===== src/rtl/integer_to_ascii_radix_defines.svh =====
// Assertion macros shared by the integer to ASCII converter modules.
`ifndef INTEGER_TO_ASCII_RADIX_DEFINES_SVH
`define INTEGER_TO_ASCII_RADIX_DEFINES_SVH

// Same-cycle implication, sampled on clk and disabled while rst_n is low.
`define ITOA_ASSERT_NOW(label, ante, cons, msg) \
    label: assert property (@(posedge clk) disable iff (!rst_n) (ante) |-> (cons)) \
        else $error(msg);

// Next-cycle implication, sampled on clk and disabled while rst_n is low.
`define ITOA_ASSERT_NEXT(label, ante, cons, msg) \
    label: assert property (@(posedge clk) disable iff (!rst_n) (ante) |=> (cons)) \
        else $error(msg);

`endif


===== src/rtl/itoa_pkg.sv =====
// Shared types, codes and helper functions for the integer to ASCII converter.
`default_nettype none

package itoa_pkg;

    // Operand size codes.
    localparam logic [1:0] SIZE_16 = 2'd0;
    localparam logic [1:0] SIZE_32 = 2'd1;

    // Radix codes; both unused codes are treated as hexadecimal.
    localparam logic [1:0] RADIX_OCT = 2'd0;
    localparam logic [1:0] RADIX_DEC = 2'd1;

    // Bits of the quotient handled by one decimal division step.
    localparam int CHUNK_BITS = 8;

    localparam logic [7:0] MINUS_CHAR = 8'h2d;
    localparam logic [7:0] ZERO_CHAR  = 8'h30;
    localparam logic [7:0] ALPHA_BASE = 8'h57;
    localparam logic [4:0] TEN        = 5'd10;

    // Commands from the controller to the datapath.
    typedef struct packed {
        logic load;
        logic step;
        logic sign_out;
        logic rd_en;
        logic digit_out;
    } itoa_cmd_t;

    // Status from the datapath to the controller.
    typedef struct packed {
        logic conv_last;
        logic negative;
        logic cnt_one;
    } itoa_sts_t;

    // Result of dividing one chunk, with a carried remainder, by ten.
    typedef struct packed {
        logic [CHUNK_BITS-1:0] quot;
        logic [3:0]            rem;
    } div_res_t;

    // Long division of a chunk by ten, one quotient bit per step, MSB first.
    function automatic div_res_t div10_chunk(input logic [3:0] rem_in,
                                             input logic [CHUNK_BITS-1:0] chunk);
        div_res_t   res;
        logic [3:0] r;
        logic [4:0] t;
        r = rem_in;
        res.quot = '0;
        for (int i = CHUNK_BITS - 1; i >= 0; i--)
        begin
            t = {r, chunk[i]};
            if (t >= TEN)
            begin
                res.quot[i] = 1'b1;
                t = t - TEN;
            end
            r = t[3:0];
        end
        res.rem = r;
        return res;
    endfunction

    // ASCII text of one digit value, lower-case for ten and above.
    function automatic logic [7:0] digit_char(input logic [3:0] d);
        logic [7:0] c;
        if (d < 4'd10)
            c = ZERO_CHAR + 8'(d);
        else
            c = ALPHA_BASE + 8'(d);
        return c;
    endfunction

endpackage

`default_nettype wire


===== src/rtl/itoa_ram.sv =====
// Generic single-write, single-read RAM with a registered read port.
`default_nettype none

module itoa_ram #(
    parameter int WIDTH = 4,
    parameter int DEPTH = 32
) (
    input  wire logic                     clk,
    input  wire logic                     wr_en,
    input  wire logic [$clog2(DEPTH)-1:0] wr_addr,
    input  wire logic [WIDTH-1:0]         wr_data,
    input  wire logic                     rd_en,
    input  wire logic [$clog2(DEPTH)-1:0] rd_addr,
    output logic      [WIDTH-1:0]         rd_data
);

    logic [WIDTH-1:0] mem [DEPTH];

    // Write port and registered read port.
    always_ff @(posedge clk)
    begin
        if (wr_en)
            mem[wr_addr] <= wr_data;
        if (rd_en)
            rd_data <= mem[rd_addr];
    end

endmodule

`default_nettype wire


===== src/rtl/itoa_dp.sv =====
// Datapath: magnitude, digit division, digit store and output character register.
`default_nettype none
`include "integer_to_ascii_radix_defines.svh"

module itoa_dp
    import itoa_pkg::*;
#(
    parameter int VALUE_BITS  = 64,
    parameter int DIGIT_SLOTS = 32
) (
    input  wire logic        clk,
    input  wire logic        rst_n,
    input  wire itoa_cmd_t   cmd,
    output itoa_sts_t        sts,
    input  wire logic [63:0] value,
    input  wire logic [1:0]  size_code,
    input  wire logic        is_signed,
    input  wire logic [1:0]  radix_code,
    output logic      [7:0]  character,
    output logic             last
);

    localparam int CHUNKS    = (VALUE_BITS + CHUNK_BITS - 1) / CHUNK_BITS;
    localparam int WORD_BITS = CHUNKS * CHUNK_BITS;
    localparam int CHUNK_W   = (CHUNKS > 1) ? $clog2(CHUNKS) : 1;
    localparam int AW        = $clog2(DIGIT_SLOTS);
    localparam int CW        = $clog2(DIGIT_SLOTS + 1);

    logic [WORD_BITS-1:0]  q_reg, q_next;
    logic [3:0]            rem_reg, rem_next;
    logic [CHUNK_W-1:0]    chunk_reg, chunk_next;
    logic [CW-1:0]         count_reg, count_next;
    logic                  neg_reg, neg_next;
    logic [1:0]            radix_reg, radix_next;
    logic [7:0]            char_reg, char_next;
    logic                  last_reg, last_next;

    logic [6:0]            width_eff;
    logic [VALUE_BITS-1:0] mask, top_mask, v_masked, mag;
    logic                  sign_bit, load_neg;
    div_res_t              div;
    logic [WORD_BITS-1:0]  q_step;
    logic [3:0]            digit;
    logic                  digit_done;
    logic                  wr_en;
    logic [3:0]            rd_data;

    // Operand width from the size code, limited to the supported width.
    always_comb
    begin
        case (size_code)
            SIZE_16: width_eff = 7'd16;
            SIZE_32: width_eff = 7'd32;
            default: width_eff = 7'd64;
        endcase
        if (width_eff > 7'(VALUE_BITS))
            width_eff = 7'(VALUE_BITS);
    end

    // Masking, sign detection and two's complement magnitude.
    always_comb
    begin
        for (int i = 0; i < VALUE_BITS; i++)
        begin
            mask[i]     = 7'(i) < width_eff;
            top_mask[i] = 7'(i + 1) == width_eff;
        end
        v_masked = value[VALUE_BITS-1:0] & mask;
        sign_bit = |(v_masked & top_mask);
        load_neg = is_signed && (radix_code != RADIX_OCT) && sign_bit;
        mag      = load_neg ? ((~v_masked + 1'b1) & mask) : v_masked;
    end

    // One division step: a chunk of long division by ten, or a shift for octal and hex.
    always_comb
    begin
        div = div10_chunk(rem_reg, q_reg[WORD_BITS-1 -: CHUNK_BITS]);
        if (radix_reg == RADIX_DEC)
        begin
            q_step     = {q_reg[WORD_BITS-CHUNK_BITS-1:0], div.quot};
            digit      = div.rem;
            digit_done = chunk_reg == CHUNK_W'(CHUNKS - 1);
        end
        else if (radix_reg == RADIX_OCT)
        begin
            q_step     = q_reg >> 3;
            digit      = {1'b0, q_reg[2:0]};
            digit_done = 1'b1;
        end
        else
        begin
            q_step     = q_reg >> 4;
            digit      = q_reg[3:0];
            digit_done = 1'b1;
        end
    end

    assign wr_en = cmd.step && digit_done;

    // Next-state logic of the datapath registers.
    always_comb
    begin
        q_next     = q_reg;
        rem_next   = rem_reg;
        chunk_next = chunk_reg;
        count_next = count_reg;
        neg_next   = neg_reg;
        radix_next = radix_reg;
        char_next  = char_reg;
        last_next  = last_reg;
        if (cmd.load)
        begin
            q_next     = WORD_BITS'(mag);
            rem_next   = '0;
            chunk_next = '0;
            count_next = '0;
            neg_next   = load_neg;
            radix_next = radix_code;
        end
        if (cmd.step)
        begin
            q_next = q_step;
            if (digit_done)
            begin
                rem_next   = '0;
                chunk_next = '0;
                count_next = count_reg + 1'b1;
            end
            else
            begin
                rem_next   = div.rem;
                chunk_next = chunk_reg + 1'b1;
            end
        end
        if (cmd.sign_out)
        begin
            char_next = MINUS_CHAR;
            last_next = 1'b0;
        end
        if (cmd.digit_out)
        begin
            char_next  = digit_char(rd_data);
            last_next  = count_reg == CW'(1);
            count_next = count_reg - 1'b1;
        end
    end

    // Datapath registers.
    always_ff @(posedge clk or negedge rst_n)
    begin
        if (!rst_n)
        begin
            q_reg     <= '0;
            rem_reg   <= '0;
            chunk_reg <= '0;
            count_reg <= '0;
            neg_reg   <= 1'b0;
            radix_reg <= '0;
        end
        else
        begin
            q_reg     <= q_next;
            rem_reg   <= rem_next;
            chunk_reg <= chunk_next;
            count_reg <= count_next;
            neg_reg   <= neg_next;
            radix_reg <= radix_next;
        end
    end

    // Output character register.
    always_ff @(posedge clk)
    begin
        char_reg <= char_next;
        last_reg <= last_next;
    end

    // Digit store, least significant digit first.
    itoa_ram #(
        .WIDTH (4),
        .DEPTH (DIGIT_SLOTS)
    ) u_digit_store (
        .clk     (clk),
        .wr_en   (wr_en),
        .wr_addr (count_reg[AW-1:0]),
        .wr_data (digit),
        .rd_en   (cmd.rd_en),
        .rd_addr (AW'(count_reg - 1'b1)),
        .rd_data (rd_data)
    );

    // Status towards the controller.
    always_comb
    begin
        sts.conv_last = digit_done &&
                        ((q_step == '0) || (count_reg == CW'(DIGIT_SLOTS - 1)));
        sts.negative  = neg_reg;
        sts.cnt_one   = count_reg == CW'(1);
    end

    assign character = char_reg;
    assign last      = last_reg;

    `ITOA_ASSERT_NOW(a_step_room, cmd.step, count_reg < CW'(DIGIT_SLOTS),
                     "digit written beyond the digit store")
    `ITOA_ASSERT_NOW(a_emit_has_digit, cmd.digit_out || cmd.rd_en, count_reg != '0,
                     "digit emitted with an empty digit store")

endmodule

`default_nettype wire


===== src/rtl/itoa_ctrl.sv =====
// Controller: sequences conversion, sign and digit emission, and owns the output valid.
`default_nettype none
`include "integer_to_ascii_radix_defines.svh"

module itoa_ctrl
    import itoa_pkg::*;
(
    input  wire logic      clk,
    input  wire logic      rst_n,
    input  wire logic      in_valid,
    output logic           in_stall,
    output logic           out_valid,
    input  wire logic      out_stall,
    output itoa_cmd_t      cmd,
    input  wire itoa_sts_t sts
);

    typedef enum logic [2:0] {
        S_IDLE,
        S_CONV,
        S_SIGN,
        S_FETCH,
        S_PRESENT
    } state_t;

    state_t state_reg, state_next;
    logic   out_valid_reg, out_valid_next;
    logic   out_free;

    // The output register can take a new item when empty or being emptied.
    assign out_free = !out_valid_reg || !out_stall;

    // Next state and commands.
    always_comb
    begin
        state_next = state_reg;
        cmd        = '0;
        case (state_reg)
            S_IDLE:
            begin
                if (in_valid)
                begin
                    cmd.load   = 1'b1;
                    state_next = S_CONV;
                end
            end
            S_CONV:
            begin
                cmd.step = 1'b1;
                if (sts.conv_last)
                    state_next = S_SIGN;
            end
            S_SIGN:
            begin
                if (!sts.negative)
                    state_next = S_FETCH;
                else if (out_free)
                begin
                    cmd.sign_out = 1'b1;
                    state_next   = S_FETCH;
                end
            end
            S_FETCH:
            begin
                cmd.rd_en  = 1'b1;
                state_next = S_PRESENT;
            end
            S_PRESENT:
            begin
                if (out_free)
                begin
                    cmd.digit_out = 1'b1;
                    state_next    = sts.cnt_one ? S_IDLE : S_FETCH;
                end
            end
            default:
            begin
                state_next = S_IDLE;
            end
        endcase
    end

    // Output valid follows loads and completed handshakes.
    always_comb
    begin
        if (cmd.sign_out || cmd.digit_out)
            out_valid_next = 1'b1;
        else if (!out_stall)
            out_valid_next = 1'b0;
        else
            out_valid_next = out_valid_reg;
    end

    // State and registered outputs.
    always_ff @(posedge clk or negedge rst_n)
    begin
        if (!rst_n)
        begin
            state_reg     <= S_IDLE;
            out_valid_reg <= 1'b0;
        end
        else
        begin
            state_reg     <= state_next;
            out_valid_reg <= out_valid_next;
        end
    end

    assign in_stall  = state_reg != S_IDLE;
    assign out_valid = out_valid_reg;

    `ITOA_ASSERT_NEXT(a_accept_starts_conv, in_valid && !in_stall, state_reg == S_CONV,
                      "accepted item did not start a conversion")
    `ITOA_ASSERT_NOW(a_present_after_fetch, state_reg == S_PRESENT,
                     $past(state_reg) == S_FETCH || $past(state_reg) == S_PRESENT,
                     "digit presented without a store read")

endmodule

`default_nettype wire


===== src/rtl/integer_to_ascii_radix.sv =====
// Integer to ASCII conversion in octal, decimal or hex, one item at a time.
// Octal and hex give one digit per shift of the quotient; decimal gives one digit
// per pass of all 8-bit chunks through the shared divide-by-ten chunk unit.
// Emission then passes a sign state, whether or not a minus sign is sent, reads
// each digit from the store (store read, then output register), and holds on any
// output stall. Reset clears all control state at once.
`default_nettype none

module integer_to_ascii_radix
    import itoa_pkg::*;
#(
    parameter int VALUE_BITS  = 64,
    parameter int DIGIT_SLOTS = 32
) (
    input  wire logic        clk,
    input  wire logic        rst_n,
    input  wire logic        in_valid,
    output logic             in_stall,
    input  wire logic [63:0] value,
    input  wire logic [1:0]  size_code,
    input  wire logic        is_signed,
    input  wire logic [1:0]  radix_code,
    output logic             out_valid,
    input  wire logic        out_stall,
    output logic      [7:0]  character,
    output logic             last
);

    itoa_cmd_t cmd;
    itoa_sts_t sts;

    // Conversion sequencer.
    itoa_ctrl u_ctrl (
        .clk       (clk),
        .rst_n     (rst_n),
        .in_valid  (in_valid),
        .in_stall  (in_stall),
        .out_valid (out_valid),
        .out_stall (out_stall),
        .cmd       (cmd),
        .sts       (sts)
    );

    // Division, digit store and output character.
    itoa_dp #(
        .VALUE_BITS  (VALUE_BITS),
        .DIGIT_SLOTS (DIGIT_SLOTS)
    ) u_dp (
        .clk        (clk),
        .rst_n      (rst_n),
        .cmd        (cmd),
        .sts        (sts),
        .value      (value),
        .size_code  (size_code),
        .is_signed  (is_signed),
        .radix_code (radix_code),
        .character  (character),
        .last       (last)
    );

endmodule

`default_nettype wire

===== config.mk =====
export PLATFORM = sky130hd
export DESIGN_NAME = integer_to_ascii_radix
export DESIGN_NICKNAME = d
export VERILOG_FILES = /design/src/rtl/itoa_pkg.sv /design/src/rtl/itoa_ram.sv /design/src/rtl/itoa_dp.sv /design/src/rtl/itoa_ctrl.sv /design/src/rtl/integer_to_ascii_radix.sv
export VERILOG_INCLUDE_DIRS = /design/src /design/src/rtl
export SDC_FILE = /design/constraint.sdc
export NUM_CORES = 1
export LEC_CHECK = 0
export ABC_AREA = 1
export BUFFER_PORTS_ARGS = -buffer_cell sky130_fd_sc_hd__buf_2
export CAP_MARGIN = 20
export CORE_UTILIZATION = 45
export DETAILED_ROUTE_END_ITERATION = 16
export PLACE_DENSITY_LB_ADDON = 0.3
export SKIP_CTS_REPAIR_TIMING = 1
export SLEW_MARGIN = 20
export SYNTH_ARGS = -nofsm -noshare
export SYNTH_HDL_FRONTEND = slang
export SYNTH_SLANG_ARGS = --single-unit

===== constraint.sdc =====
create_clock -name clk -period 8.45 [get_ports clk]
set_clock_uncertainty 0.05 [all_clocks]
set_input_delay 1.2675 -clock clk [delete_from_list [all_inputs] [get_ports clk]]
set_output_delay 1.2675 -clock clk [all_outputs]
set_load 0.01 [all_outputs]

==> results of run 1 <==
## critical path: cells and delay by family (launching register included)
family,cells,cell delay (ps)
fa+ha+maj,8,1530
buf+inv,14,1080
flops,1,390
compound gates,1,590
simple gates,38,3100
## report_power, final
part	switching, mW	internal (mW)	total [mW]
Sequential	0.170	1.76	1.93
Clock	0.449	0.671	1.12
Combinational	3.04	1.26	4.30
Total	3.66	3.69	7.35
## routing by layer
metal / global-route usage [%] / vias to the layer above
met5: 0 / -
met4: 9.20 / 0
met3: 4.92 / 89
met2: 39.5 / 566
met1: 36.1 / 5892
li1: - / 5825
## metrics by stage
stage / cells / power (mW) / utilization, % / hold slack (ps) / setup slack (ps)
final: 2085 / 7.35 / 51.1 / 453 / 1400
after global routing: 2085 / 7.90 / 51.1 / 479 / 664
after CTS: 2084 / 7.27 / 51.1 / 459 / 1140
after detailed placement: 2038 / 6.14 / 48.2 / 445 / 1160
after global placement: 2038 / 6.01 / 48.2 / 436 / 1540
after floorplan: 1628 / 4.95 / - / 417 / 1780
## final cells by class
type,instances,area share (%)
flip-flops and latches,224,41.8
clock inverters,20,1.36
repair buffers,101,3.68
diodes,1,0.0166
clock buffers,26,4.23
multi-input cells,1151,41.4
well taps,390,3.23
inverters,172,4.35
## cells by family (layout without fill, tap and decap cells)
group	count (synthesis)	after routing	synth area share [%]
AO/OA/AOI/OAI	439	439	19.9
buffers and inverters	253	319	7.34
other	2	3	0.0556
XOR/XNOR	21	21	1.36
AND/OR/NAND/NOR	670	670	22.8
flip-flops	224	224	46.7
adder cells (fa/ha/maj)	19	19	1.76
## final timing paths
| check | start | to | cells after the start |
|---|---|---|---|
| max | u_dp.rem_reg[1] | u_dp.u_digit_store.mem[3][2] | 61 |
| min | u_dp.chunk_reg[0] | u_dp.chunk_reg[0] | 1 |
| max reg2reg | u_dp.rem_reg[1] | u_dp.u_digit_store.mem[3][2] | 61 |
| min reg2reg | u_dp.chunk_reg[0] | u_dp.chunk_reg[0] | 1 |
| max in group asynchronous | rst_n | u_dp.count_reg[0] | 2 |
| min in group asynchronous | rst_n | u_dp.q_reg[31] | 1 |
## cells in the mapped netlist, drive strengths merged, types with 32 or more instances
master | count | share of area [%]
nor2 | 209 | 5.9
nand2 | 294 | 9.1
o21ai | 200 | 7.4
dfrtp | 84 | 16
clkbuf | 74 | 2.1
o221ai | 40 | 2.6
inv | 161 | 4.5
a22oi | 32 | 1.8
a21oi | 56 | 2.1
edfxtp | 140 | 31
o211ai | 32 | 1.8
o22ai | 38 | 1.8
nand3 | 93 | 4.3
==> flow_summary.yaml, run 1 <==
outcome:
  outcome: "finished, violations left"
  violations: "DRC"
route:
  vias: 12400
  wl_met3_mm: 3.37
  wl_met2_mm: 17.5
  ant_nets: 0
  vias_per_cell: 5.93
  firstDrtPassIters: 12
  routed_wirelength_mm: 39.2
  drt_iter0_markers: 1546
  drc_errors: 1
  wl_per_cell_um: 18.8
  top_layer: "met4"
  met1_length_mm: 17.2
setup_path:
  setup.worst_path.end_class: "flip-flop"
  worst_path_max_delay_cell: "o21ai_4"
  critPathLaunchType: "flip-flop"
  crit_arrival_ps: 7230
  cpPeakStageDelay_ps: 590
  path_max_fanout: 32
  crit_required_ps: 8620
  crit_top_cell: "nand2_2"
  reg2reg_slack_ps: 1400
  worstSetupPathType: "flip-flop to flip-flop"
timing:
  clock.fmax_ghz: 0.142
  fin_crit_ps: 7050
  finalCritPeriodShare_pct: 83.5
  hold_viol_final: 0
  setup_tns_ps: 0
  slew-limit-headroom_pct: 28.5
  report.final.slew_viol_count: 0
  rsz0062_at_grt: "false"
  setup_viol: 0
  worst_pin_slew_ps: 1070
floorplan:
  io_pins: 84
  core_area_um2: 29600
  die_h_um: 175
  die_w_um: 175
  dieArea_um2: 30700
  rows: 63
  start_util_pct: 45.7
cells_and_area:
  nFillCells: 2804
  drive_above_1_share_pct: 13.3
  nets: 1767
  seq_area_um2: 6310
  largest_reg_flops: 128
  final_common_cell: "nand2_1"
  final_area_um2: 15100
  final_cell_mix: "nand2_1, nor2_1, o21ai_0"
  multiInputGateArea_um2: 6250
  area_growth_pct: 11.9
logic_synthesis:
  synth_edf_count: 140
  ys_ff_latch: 224
  avgSynthCellArea_um2: 8.29
  syn_area_um2: 13500
  ys.flop_type: "edfxtp_1"
  yosysUniqueCellTypes: 58
  yosys_warnings: 0
  syn_inst: 1628
  seq_area_frac_synth_pct: 46.7
  async_flop_share_pct: 37.5
  syn-num-nets: 1720
power:
  p_leak_nw: 5.98
  powerDensity_nw_per_um2: 487
  vdd_ir_drop_max_mv: 0.483
cts:
  cts_buffers: 25
  cts.sinks: 224
  cts_root_buffer: "clkbuf_16"
  clk_latency_ps: 540
  htreeDepth: 1
  cts.clk_slew.worst_paths_ps: 60
  cts_buffer_depth: 3
  cts_tree: "yes"
worst_hold_path:
  hold_class: "flip-flop to flip-flop"
global_routing:
  antenna_found_initial: 1
  grt_max_degree: 69
  grt_pass1_wl_mm: 62.7
  grt_pass1_vias: 11800
  track_usage_pct: 25.7
  grt-ovfl-total: 0
placed_design:
  gp_congestion: 0.940
  hpwlAfterDp_mm: 27.5
  io_buffer_count: 82
  placed_area_um2: 14200
job:
  max_cap_violations: 0
No activity file was read; power rests on OpenSTA's default activity.
==> run 2: changes to the inputs <==
Settings changed: ABC_AREA 1 to 0.
Clock period 8.45 ns to 6.4 ns, I/O delays scaled along.
==> flow_summary.yaml, run 2 <==
logic_synthesis:
  synthTopCellsByArea: "edfxtp_1, dfrtp_1, mux4_2"
  synth.most_common_cell: "nor2_1"
  yosys.area.top_type_share_pct: 31.5
  yosys_warnings: 0
  yosysUniqueCellTypes: 83
  synth_top_cell_by_area: "edfxtp_1"
  ys.flop_type: "edfxtp_1"
  yosys-top-cells-count: "nor2_1, edfxtp_1, nand2_1"
  async_flop_share_pct: 37.5
  syn-num-nets: 1372
  synth_edf_count: 140
  ys_ff_latch: 224
  syn_inst: 1280
  avgSynthCellArea_um2: 10.4
  seq_area_frac_synth_pct: 47.2
  syn_area_um2: 13400
placed_design:
  hpwlAfterDp_mm: 25.7
  placed_area_um2: 14900
  io_buffer_count: 82
  gp_congestion: 0.904
worst_hold_path:
  hold_class: "primary input to asynchronous set/reset pin"
timing:
  setup_viol: 103
  report.final.slew_viol_count: 0
  fin_crit_ps: 7550
  timing.hold.ws_ps: 314
  setup_tns_ps: -105870
  clock.fmax_ghz: 0.133
  fin_ws_ps: -1150
  worst_pin_slew_ps: 1260
  finalCritPeriodShare_pct: 118
  hold_viol_final: 0
  slew-limit-headroom_pct: 15.6
  rsz0062_at_grt: "true"
cells_and_area:
  largest_reg_flops: 128
  multiInputGateArea_um2: 7000
  seq_area_um2: 6320
  final_cell_mix: "nor2_1, edfxtp_1, nand2_1"
  final_area_um2: 16100
  final_common_cell: "nor2_1"
  nFillCells: 2404
  final_util_pct: 55.7
  area_growth_pct: 20.5
  drive_above_1_share_pct: 24.6
  nets: 1521
cts:
  cts.clk_slew.worst_paths_ps: 60
  cts.sinks: 224
  htreeDepth: 1
  cts_buffers: 24
  cts_tree: "yes"
  cts_root_buffer: "clkbuf_16"
  cts_buffer_depth: 3
  clk_latency_ps: 550
route:
  drt_iter0_markers: 836
  vias_per_cell: 5.99
  wl_per_cell_um: 20.4
  ant_nets: 0
  drc_errors: 0
  vias: 11000
  routed_wirelength_mm: 37.3
  firstDrtPassIters: 6
floorplan:
  core_area_um2: 28900
  rows: 62
  io_pins: 84
  die_h_um: 174
  dieArea_um2: 30400
  die_w_um: 174
  start_util_pct: 46.2
global_routing:
  grt-ovfl-total: 0
  track_usage_pct: 23.8
  grt_max_degree: 86
  antenna_found_initial: 1
  grt_pass1_wl_mm: 57.4
  grt_pass1_vias: 10600
setup_path:
  crit_required_ps: 6740
  reg2reg_slack_ps: -1150
  cpPeakStageDelay_ps: 460
  startpoint: "u_dp.rem_reg[0]"
  rr_startpoint: "u_dp.rem_reg[0]"
  critPathLaunchType: "flip-flop"
  worst_path_max_delay_cell: "or4_4"
  path_max_fanout: 8
  reg2reg_to: "u_dp.u_digit_store.mem[6][2]"
  worstSetupPathType: "flip-flop to flip-flop"
  crit_arrival_ps: 7880
  reg2regPathDepth: 43
  setup.worst_path.end_class: "flip-flop"
job:
  max_cap_violations: 0
outcome:
  violations: "setup timing"
  outcome: "finished, violations left"
## run 2: worst max path at each step
| stage | endpoint |
|---|---|
| 4_1_cts | u_dp.u_digit_store.mem[5][3] |
| 2_1_floorplan | u_dp.u_digit_store.mem[0][2] |
| 6_report | u_dp.u_digit_store.mem[6][2] |
| 3_5_place_dp | u_dp.u_digit_store.mem[11][3] |
| 3_3_place_gp | u_dp.u_digit_store.mem[26][1] |
| 5_1_grt | u_dp.u_digit_store.mem[5][2] |
## run 2: cells by family after synthesis
| logic type | after synthesis | share of synthesized area, % |
|---|---|---|
| and+or+nand+nor | 410 | 14.3 |
| AOI/OAI and AO/OA | 336 | 16.7 |
| DFF | 224 | 47.2 |
| muxes | 111 | 12.3 |
| buffers and inverters | 110 | 3.22 |
| xor gates and xnor gates | 68 | 4.46 |
| adders and majority gates | 19 | 1.78 |
| other | 2 | 0.0562 |
## run 2: final cells by class
type / count / share of cell area (%)
antenna: 1 / 0.0155
clock buffer: 38 / 4.43
clock inverter: 6 / 0.505
inverter: 30 / 0.699
multi-input combinational: 950 / 43.4
sequential: 224 / 39.2
tap: 384 / 2.98
timing repair buffer: 199 / 8.74
## run 2: routing by layer
metal / share of wire (%) / vias up / track usage (%)
li1: - / 5183 / -
met1: 42 / 5345 / 32.9
met2: 48 / 383 / 39.1
met3: 6.6 / 60 / 3.41
met4: 2.5 / 0 / 6.54
met5: 0 / - / 0
## run 2: through the flow
step           setup WS (ps)  instances
6_report               -1150       1832
3_5_place_dp           -1190       1764
3_3_place_gp           -1140       1761
2_1_floorplan          -1290       1280
4_1_cts                -1220       1808
5_1_grt                -1450       1831
## run 2: worst max-delay path: cells and delay by family, from the launching register on
family          cells  cell delay [ps]
simple gates        7             1230
mux                 1              300
buf+inv             7              460
flops               1              400
fa+ha+maj           8             1590
xor+xnor            2              320
compound gates     18             3050
Power of run 2 is left out: the tool's default activity adds up to more than one toggle a clock period on the data nets, which glitch-free logic cannot reach.
==> run 3: changes to the inputs <==
Settings changed: CORE_UTILIZATION 45 to 56, SKIP_LAST_GASP set to 1.
==> flow_summary.yaml, run 3 (synthesis gave the netlist of run 2 again) <==
route:
  drt_iter0_markers: 1228
  drc_errors: 0
  firstDrtPassIters: 5
  vias: 11700
  ant_nets: 0
  vias_per_cell: 6.60
  routed_wirelength_mm: 41.2
  wl_per_cell_um: 23.3
cells_and_area:
  largest_reg_flops: 128
  nFillCells: 1685
  area_growth_pct: 20.5
  nets: 1524
  antenna_cells: 0
  multiInputGateArea_um2: 7090
  finalNonFillerCells: 1769
  final_cell_mix: "nor2_1, edfxtp_1, nand2_1"
  final_common_cell: "nor2_1"
  seq_area_um2: 6320
  drive_above_1_share_pct: 25.2
  final_area_um2: 16100
timing:
  rsz0062_at_grt: "true"
  slew-limit-headroom_pct: 7.61
  clock.fmax_ghz: 0.129
  fin_ws_ps: -1380
  hold_viol_final: 0
  setup_viol: 103
  report.final.slew_viol_count: 0
  timing.hold.ws_ps: 241
  worst_pin_slew_ps: 1380
  finalCritPeriodShare_pct: 122
  fin_crit_ps: 7780
setup_path:
  crit_arrival_ps: 8110
  worstSetupPathType: "flip-flop to flip-flop"
  critical_path.top_delay_family: "compound AO/OA/AOI/OAI gates"
  cpPeakStageDelay_ps: 460
  crit_top_cell: "inv_2"
  crit_buf_inv: 8
  setup.worst_path.end_class: "flip-flop"
  crit_required_ps: 6730
  path_max_fanout: 8
  worst_path_max_delay_cell: "or4_4"
  critPathLaunchType: "flip-flop"
cts:
  cts.clk_slew.worst_paths_ps: 70
  cts.sinks: 224
  cts_buffer_depth: 3
  htreeDepth: 1
  clk_latency_ps: 560
  cts_root_buffer: "clkbuf_16"
  cts_buffers: 24
  cts_tree: "yes"
floorplan:
  io_pins: 84
  start_util_pct: 56.9
  rows: 56
  dieArea_um2: 24500
  core_area_um2: 23500
  die_h_um: 156
  die_w_um: 156
global_routing:
  antenna_found_initial: 0
  grt-ovfl-total: 0
  grt_pass1_vias: 10900
  track_usage_pct: 31.8
  grt_max_degree: 93
  grt_pass1_wl_mm: 59.6
outcome:
  outcome: "finished, violations left"
  violations: "setup timing"
placed_design:
  io_buffer_count: 82
  hpwlAfterDp_mm: 25.7
  placed_area_um2: 14800
  dp_cells: 1694
  gp_congestion: 0.910
job:
  max_cap_violations: 0
worst_hold_path:
  hold_class: "primary input to asynchronous set/reset pin"
[run 3: cell types whose count changed in the layout (fill, tap and decap cells not counted), sizes merged, moves of 2 or more]
cell / change
clkinv: +3
clkinvlp: +2
inv: +2
o21ai: +2
clkbuf: -10
bufinv: +2
[run 3: final cells by class]
type,count,share of cell area (%)
multi-input cells,953,44.0
clock inverters,15,1.19
inverters,30,0.699
well taps,319,2.48
repair buffers,199,8.51
clock buffers,29,3.91
flip-flops and latches,224,39.2
[run 3: worst reg2reg max path, delay by kind of cell (launching register included)]
family / cells / cell delay [ps]
adders and majority gates: 8 / 1590
and+or+nand+nor: 5 / 1000
buffers and inverters: 8 / 600
muxes: 1 / 330
AOI/OAI and AO/OA: 18 / 3290
DFF: 1 / 400
xor gates and xnor gates: 2 / 360
[run 3: final timing paths]
kind / startpoint / endpoint / slack, ps / cells after the start
setup / recovery: u_dp.rem_reg[1] / u_dp.u_digit_store.mem[19][2] / -1380 / 42
hold / removal: rst_n / u_dp.count_reg[0] / 240 / 1
setup reg to reg: u_dp.rem_reg[1] / u_dp.u_digit_store.mem[19][2] / -1380 / 42
hold reg to reg: u_dp.chunk_reg[1] / u_dp.chunk_reg[1] / 490 / 1
max in group asynchronous: rst_n / u_dp.radix_reg[1] / 4830 / 2
min in group clk: u_dp.chunk_reg[1] / u_dp.chunk_reg[1] / 490 / 1
[run 3: metal layers]
metal / GRT usage [%] / wire length (µm) / share of wire (%) / vias to the layer above
met1: 38.8 / 14900 / 36 / 5628
met5: 0 / 0 / 0 / -
li1: - / - / - / 5200
met2: 56.3 / 20900 / 51 / 683
met4: 13.9 / 2360 / 5.7 / 0
met3: 4.21 / 3050 / 7.4 / 173
[run 3: metrics by stage]
stage	util (%)	TNS, ps	setup WS, ps
final	68.6	-122390	-1380
after detailed placement	62.9	-128720	-1420
after CTS	66.4	-133900	-1480
after global routing	68.6	-148510	-1610
after floorplan	-	-129990	-1290
after global placement	62.9	-105150	-1130
Power of run 3 is left out for the same reason.
